===== config.mk =====
export PLATFORM = sky130hd
export DESIGN_NAME = timed_pwm_fade_switch_top
export DESIGN_NICKNAME = d
export VERILOG_FILES = /design/src/design/tpfs_pkg.sv /design/src/design/timed_pwm_fade_switch_top.sv
export SDC_FILE = /design/constraint.sdc
export NUM_CORES = 1
export LEC_CHECK = 0
export ABC_AREA = 1
export BUFFER_PORTS_ARGS = -buffer_cell sky130_fd_sc_hd__buf_2
export CAP_MARGIN = 5
export CORE_MARGIN = 5
export CORE_UTILIZATION = 40
export DETAILED_ROUTE_END_ITERATION = 10
export GPL_TIMING_DRIVEN = 0
export PLACE_DENSITY = 0.55
export RECOVER_POWER = 100
export SETUP_SLACK_MARGIN = 0.4
export SYNTH_ARGS = -nofsm -noshare
export SYNTH_HDL_FRONTEND = slang
export SYNTH_SLANG_ARGS = --single-unit
export TNS_END_PERCENT = 10

===== constraint.sdc =====
create_clock -name clk -period 5.8 [get_ports clk]
set_clock_uncertainty 0.15 [all_clocks]
set_input_delay 0.58 -clock clk [delete_from_list [all_inputs] [get_ports clk]]
set_output_delay 0.58 -clock clk [all_outputs]
set_load 0.05 [all_outputs]

===== src/design/tpfs_pkg.sv =====
// Shared widths and command codes for the timed PWM fade switch.
package tpfs_pkg;

	localparam int FUNC_W  = 3;
	localparam int DUR_W   = 32;
	localparam int RAMP_W  = 16;
	localparam int LEVEL_W = 11;

	typedef enum logic [FUNC_W-1:0] {
		FN_TICK          = 3'd0,
		FN_ON            = 3'd1,
		FN_OFF           = 3'd2,
		FN_TOGGLE        = 3'd3,
		FN_TIMED_ON      = 3'd4,
		FN_FADE_ON       = 3'd5,
		FN_TIMED_FADE_ON = 3'd6
	} func_t;

endpackage


===== src/design/timed_pwm_fade_switch_top.sv =====
// Timed PWM fade switch: command decode, hold timer and bit-serial fade divider.
//
// Each accepted item gives exactly one result. Commands, the unused code and ticks that need
// no new fade level pass through the execute and emit steps before the next accept. A tick
// inside a fade-up or fade-down computes FULL_SCALE*x/ramp with a restoring divider that
// retires one quotient bit per cycle; the tick passes through the execute, multiply, divide
// and emit steps. A new item is taken while the previous result still waits in the output
// register; the result of that item is held back until the register frees.
// pin_level carries the low 11 bits of the drive level; pin_high is set whenever the full
// drive level is nonzero. The polarity register is written through the cfg channel, which
// is always ready.
module timed_pwm_fade_switch_top #(
	parameter int FULL_SCALE = 1024
) (
	input  logic                             clk,
	input  logic                             arst_n,
	input  logic                             cfg_valid,
	output logic                             cfg_ready,
	input  logic                             cfg_data,
	input  logic                             in_valid,
	output logic                             in_ready,
	input  logic [tpfs_pkg::FUNC_W-1:0]      func,
	input  logic [tpfs_pkg::DUR_W-1:0]       duration_ms,
	input  logic [tpfs_pkg::RAMP_W-1:0]      ramp_ms,
	output logic                             out_valid,
	input  logic                             out_ready,
	output logic [tpfs_pkg::LEVEL_W-1:0]     pin_level,
	output logic                             pin_high
);

	localparam int DW    = tpfs_pkg::DUR_W;
	localparam int RW    = tpfs_pkg::RAMP_W;
	localparam int OW    = tpfs_pkg::LEVEL_W;
	localparam int LW    = $clog2(FULL_SCALE + 1);
	localparam int QW    = $clog2(FULL_SCALE);
	localparam int PW    = LW + RW;
	localparam int CW    = $clog2(QW);

	typedef enum logic [2:0] {
		ST_IDLE,
		ST_EXEC,
		ST_MUL,
		ST_DIV,
		ST_EMIT
	} state_t;

	state_t                state_q;
	tpfs_pkg::func_t       func_q;
	logic [DW-1:0]         dur_q;
	logic [RW-1:0]         ramp_in_q;
	logic                  invert_q;
	logic [DW-1:0]         elapsed_q;
	logic [DW-1:0]         hold_q;
	logic [RW-1:0]         ramp_len_q;
	logic [LW-1:0]         drive_q;
	logic                  fading_up_q;
	logic                  timed_q;
	logic                  fading_down_q;
	logic [RW-1:0]         x_q;
	logic [RW-1:0]         rem_q;
	logic [QW-1:0]         qr_q;
	logic [CW-1:0]         cnt_q;
	logic                  out_valid_q;
	logic [OW-1:0]         pin_level_q;
	logic                  pin_high_q;

	logic [DW-1:0]         elapsed_inc;
	logic [DW-1:0]         fade_start;
	logic                  is_high;
	logic [LW-1:0]         on_val;
	logic [LW-1:0]         off_val;
	logic [LW-1:0]         full_val;
	logic [PW-1:0]         prod;
	logic [RW:0]           trial;
	logic [RW:0]           diff;
	logic                  q_bit;
	logic [QW-1:0]         qr_next;
	logic                  up_div;
	logic                  down_div;

	assign full_val    = LW'(FULL_SCALE);
	assign is_high     = (drive_q != '0);
	assign on_val      = invert_q ? '0 : full_val;
	assign off_val     = invert_q ? full_val : '0;
	assign elapsed_inc = (elapsed_q == '1) ? elapsed_q : elapsed_q + DW'(1);
	assign fade_start  = (hold_q > DW'(ramp_len_q)) ? hold_q - DW'(ramp_len_q) : '0;
	assign prod        = PW'(full_val) * PW'(x_q);
	assign trial       = {rem_q, qr_q[QW-1]};
	assign diff        = trial - {1'b0, ramp_len_q};
	assign q_bit       = ~diff[RW];
	assign qr_next     = {qr_q[QW-2:0], q_bit};
	assign up_div      = fading_up_q && (elapsed_inc < DW'(ramp_len_q));
	assign down_div    = !fading_up_q && timed_q && !(elapsed_inc > hold_q) &&
		fading_down_q && is_high && (elapsed_inc > fade_start) && (ramp_len_q != '0);

	assign cfg_ready = 1'b1;
	assign in_ready  = (state_q == ST_IDLE);
	assign out_valid = out_valid_q;
	assign pin_level = pin_level_q;
	assign pin_high  = pin_high_q;

	always_ff @(posedge clk or negedge arst_n) begin
		if (!arst_n) begin
			state_q       <= ST_IDLE;
			invert_q      <= 1'b0;
			elapsed_q     <= '0;
			hold_q        <= '0;
			ramp_len_q    <= '0;
			drive_q       <= '0;
			fading_up_q   <= 1'b0;
			timed_q       <= 1'b0;
			fading_down_q <= 1'b0;
			out_valid_q   <= 1'b0;
			func_q        <= tpfs_pkg::FN_TICK;
			dur_q         <= '0;
			ramp_in_q     <= '0;
			x_q           <= '0;
			rem_q         <= '0;
			qr_q          <= '0;
			cnt_q         <= '0;
			pin_level_q   <= '0;
			pin_high_q    <= 1'b0;
		end else begin
			if (cfg_valid && cfg_ready) begin
				invert_q <= cfg_data;
			end
			if (out_valid_q && out_ready && state_q != ST_EMIT) begin
				out_valid_q <= 1'b0;
			end
			case (state_q)
				ST_IDLE: begin
					if (in_valid) begin
						func_q    <= tpfs_pkg::func_t'(func);
						dur_q     <= duration_ms;
						ramp_in_q <= ramp_ms;
						state_q   <= ST_EXEC;
					end
				end
				ST_EXEC: begin
					state_q <= (func_q == tpfs_pkg::FN_TICK && (up_div || down_div)) ?
						ST_MUL : ST_EMIT;
					case (func_q)
						tpfs_pkg::FN_TICK: begin
							elapsed_q <= elapsed_inc;
							if (fading_up_q) begin
								if (elapsed_inc < DW'(ramp_len_q)) begin
									x_q <= RW'(elapsed_inc);
								end else begin
									fading_up_q <= 1'b0;
									drive_q     <= on_val;
								end
							end else if (timed_q) begin
								if (elapsed_inc > hold_q) begin
									drive_q       <= off_val;
									timed_q       <= 1'b0;
									fading_down_q <= 1'b0;
								end else if (fading_down_q && is_high &&
									elapsed_inc > fade_start && ramp_len_q != '0) begin
									x_q <= RW'(hold_q - elapsed_inc);
								end
							end
						end
						tpfs_pkg::FN_ON: drive_q <= on_val;
						tpfs_pkg::FN_OFF: drive_q <= off_val;
						tpfs_pkg::FN_TOGGLE: drive_q <= is_high ? '0 : full_val;
						tpfs_pkg::FN_TIMED_ON: begin
							if (!is_high) begin
								elapsed_q <= '0;
								hold_q    <= dur_q;
								drive_q   <= on_val;
								timed_q   <= 1'b1;
							end
						end
						tpfs_pkg::FN_FADE_ON: begin
							if (!is_high && !fading_up_q) begin
								fading_up_q <= 1'b1;
								elapsed_q   <= '0;
								ramp_len_q  <= ramp_in_q;
							end
						end
						tpfs_pkg::FN_TIMED_FADE_ON: begin
							if (!is_high) begin
								if (!fading_up_q) begin
									fading_up_q <= 1'b1;
									elapsed_q   <= '0;
									ramp_len_q  <= ramp_in_q;
								end
								hold_q        <= dur_q;
								timed_q       <= 1'b1;
								fading_down_q <= 1'b1;
							end else if (!fading_up_q) begin
								hold_q    <= dur_q;
								elapsed_q <= '0;
							end
						end
						default: ;
					endcase
				end
				ST_MUL: begin
					rem_q   <= RW'(prod[PW-1:QW]);
					qr_q    <= prod[QW-1:0];
					cnt_q   <= CW'(QW - 1);
					state_q <= ST_DIV;
				end
				ST_DIV: begin
					rem_q <= q_bit ? diff[RW-1:0] : trial[RW-1:0];
					qr_q  <= qr_next;
					cnt_q <= cnt_q - CW'(1);
					if (cnt_q == '0) begin
						drive_q <= LW'(qr_next);
						state_q <= ST_EMIT;
					end
				end
				ST_EMIT: begin
					if (!out_valid_q || out_ready) begin
						pin_level_q <= OW'(drive_q);
						pin_high_q  <= is_high;
						out_valid_q <= 1'b1;
						state_q     <= ST_IDLE;
					end
				end
				default: state_q <= ST_IDLE;
			endcase
		end
	end

	a_one_at_a_time: assert property (@(posedge clk) disable iff (!arst_n)
		in_valid && in_ready |=> !in_ready)
		else $error("item accepted while another is in flight");

	a_div_nonzero: assert property (@(posedge clk) disable iff (!arst_n)
		state_q == ST_DIV |-> ramp_len_q != '0)
		else $error("fade divider running with zero ramp");

	a_level_range: assert property (@(posedge clk) disable iff (!arst_n)
		drive_q <= full_val)
		else $error("drive level above full scale");

	a_out_from_emit: assert property (@(posedge clk) disable iff (!arst_n)
		$rose(out_valid_q) |-> $past(state_q == ST_EMIT))
		else $error("result raised outside the emit step");

endmodule


==> impl_metrics.ini <==
[critical_path]
end_kind = register
slowest_delay_ns = 0.57
critPathTopFamily = simple AND/OR/NAND/NOR gates
crit_path_frequent_cell = nand2_1
startpoint_type = register
critPathBufInv = 6
path_class = reg -> reg
crit_arrival_ns = 5.40
cpMaxStageDelayCell = nor4_1
crit_fanout = 10
required_ns = 6.04

[timing]
min_period_over_period_pct = 88.97
max_freq_mhz = 193.8
hold_viol_final = 0
setup_viol = 0
setup_slack_ns = 0.6400
post-route-min-period_ns = 5.160
fin_tns_setup_ns = 0
tightest_slew_ns = 2.652
grt_setup_unrepaired = no
final_max_slew_viol_count = 151
relSlewSlack_pct = -76.80

[synth]
synth_area_per_cell_um2 = 7.492
yosys_warnings = 0
ys.flop_type = dfrtp_1
synth_xor_area_share_pct = 2.397
synth_cell_types = 53
yosys.area.top_type = dfrtp_1
synthCells = 1895
ys_ff_latch = 208
muxShareOfSynthArea_pct = 1.745
syn-cell-area_um2 = 14200
synth-compound-area-share_pct = 15.03
synth_commonest_cells = 415 x nand2_1, 233 x inv_1, 208 x dfrtp_1, 182 x nor2_1, 159 x a21oi_1
synth_edf_count = 0
synth_nets = 2084
synthSimpleGateAreaFrac_pct = 24.49
synth.top_cell.area_share_pct = 36.66
synthMostInstantiatedCell = nand2_1
ys_top_cells_by_area = dfrtp_1 37%, ha_1 11%, nand2_1 11%
async_flop_share_pct = 100.0
synth_top_family_by_area = simple AND/OR/NAND/NOR gates
synth-adder-area-share_pct = 11.79
yosysSeqAreaShare_pct = 36.66

[grt]
gr-total-overflow = 0
grt_max_degree = 99
track_usage_pct = 22.05
grt_pass1_wl_mm = 69.03
antenna_found_initial = 0
grt_pass1_vias = 12440

[power]
leakagePower_uw = 0.007962
power_density_nw_per_um2 = 514.3
ir_worst_vdd_mv = 0.3124

[clock_tree]
clockRootBuffer = clkbuf_16
insertion_delay_ns = 0.55
cts_buffers = 25
cts_max_path_buffers = 3
cts_tree = yes
clk_pin_slew_worst_paths_ns = 0.06
numClockSinks = 208
cts-htree-levels = 1

[layout]
nNetsFinal = 2184
fillers = 3546
multiInputGateArea_um2 = 7899
syn2layout_area_growth_pct = 13.35
diodes = 0
final-seq-area_um2 = 5205
drive_above_1_share_pct = 8.391

[route]
routed_via_density = 5.243
drc = 0
routed_wl_mm = 43.52
drtIter0Drc = 910
wl_met3_mm = 2.180
routedWlPerCell_um = 17.59
dr.pass1.iters = 6
detail-route-antenna-nets = 0
vias = 12980
wl_met1_mm = 21.96
highest_layer = met4
wl_met2_mm = 18.73

[run]
maxCapViolCount = 4

[placement]
dp_hpwl_mm = 34.17
gp_congestion = 0.9246
io_buffers = 70
post-place-ws_ns = 0.08653

[floorplan]
die_area_um2 = 39360
core.rowCount = 69
ioPinCount = 72
die_h_um = 198.4
die_w_um = 198.4
start_util_pct = 40.21
core-area_um2 = 35310

[run_status]
status = finished with violations
violations = capacitance limit, slew limit

[worst_hold_path]
hold_class = in -> reg
[flip-flops by register name, indices dropped and copies added, names as in the netlist, 3 cells and up]
register / flops
state_q: 3
x_q: 16
func_q: 3
ramp_len_q: 16
qr_q: 10
rem_q: 16
pin_level: 11
cnt_q: 4
ramp_in_q: 16
hold_q: 32
dur_q: 32
drive_q: 11
elapsed_q: 32
[worst register-to-register path: cells and delay by family (launching register included)]
family,cells,cell delay [ns]
AO/OA/AOI/OAI,3,0.45
buffers and inverters,6,0.87
flip-flops,1,0.45
adder cells (fa/ha/maj),3,0.76
AND/OR/NAND/NOR,17,2.33
[cell families after synthesis]
kind of cell    count (synthesis)
other cells                     1
simple gates                  818
fa+ha+maj                     132
buf+inv                       291
compound gates                385
mux                            22
flops                         208
xor+xnor                       38
[layer usage]
layer | GRT usage [%] | vias to the layer above
met3 | 2.558 | 41
met2 | 33.36 | 299
met4 | 3.902 | 0
li1 | - | 6515
met5 | 0 | -
met1 | 34.36 | 6121
[area by class of cell]
type	count	area share, %
clock inverter	11	1.088
multi-input combinational	1396	49.08
clock buffer	35	4.618
buffer	56	1.477
timing repair buffer	73	2.325
sequential	208	32.34
inverter	235	5.481
tap	461	3.584
[stage by stage]
step,power (uW),instance area (um2),hold slack (ns),utilization [%],cells
floorplan,5267,14200,0.1344,-,1895
global placement,6410,15120,0.3066,42.83,2426
detailed placement,6479,15190,0.3060,43.02,2428
CTS,8249,16130,0.09563,45.68,2475
global route,9003,16090,0.1048,45.58,2475
finish,8276,16090,0.1147,45.58,2475
[power breakdown]
part           switching (uW)  internal (uW)
Combinational            2780           1460
Sequential                405           1910
Clock                     645           1070
[placed cells by master, fill, tap and decap left out, drive strengths merged, types with 2 or more instances in the layout]
cell / n
a21boi: 3
o22ai: 25
dfrtp: 208
inv: 235
a22o: 4
clkbuf: 101
o21bai: 6
ha: 129
bufinv: 4
a21o: 7
a211oi: 4
o31ai: 6
nor3: 16
nand4: 22
fa: 3
a21oi: 159
clkinvlp: 2
o21ai: 132
buf: 62
xnor2: 12
o21a: 2
nand2: 424
nor2: 190
clkinv: 5
o311ai: 2
xor2: 26
or2: 12
a31oi: 8
nand3: 138
mux2: 22
nor4: 12
o211ai: 22
[final timing paths]
check	start	to	slack (ns)	depth (start not counted)
max in group asynchronous	arst_n	rem_q[4]$_DFFE_PN0P_	1.26	3
min reg2reg	drive_q[7]$_DFFE_PN0P_	drive_q[7]$_DFFE_PN0P_	0.32	2
min	duration_ms[20]	dur_q[20]$_DFFE_PN0P_	0.11	2
min in group asynchronous	arst_n	dur_q[23]$_DFFE_PN0P_	0.86	2
max	hold_q[0]$_DFFE_PN0P_	state_q[1]$_DFFE_PN0P_	0.64	29
max reg2reg	hold_q[0]$_DFFE_PN0P_	state_q[1]$_DFFE_PN0P_	0.64	29
[what timing repair did]
item                                    in CTS  in global routing
hold endpoints to repair                    31                  0
resized for setup                            2                 18
cloned                                       0                  0
endpoints found under the setup margin      28                 29
pin swaps                                    0                  0
buffers inserted                             0                  0
hold buffers                                 1                  0
No activity file was read; power rests on OpenSTA's default activity.
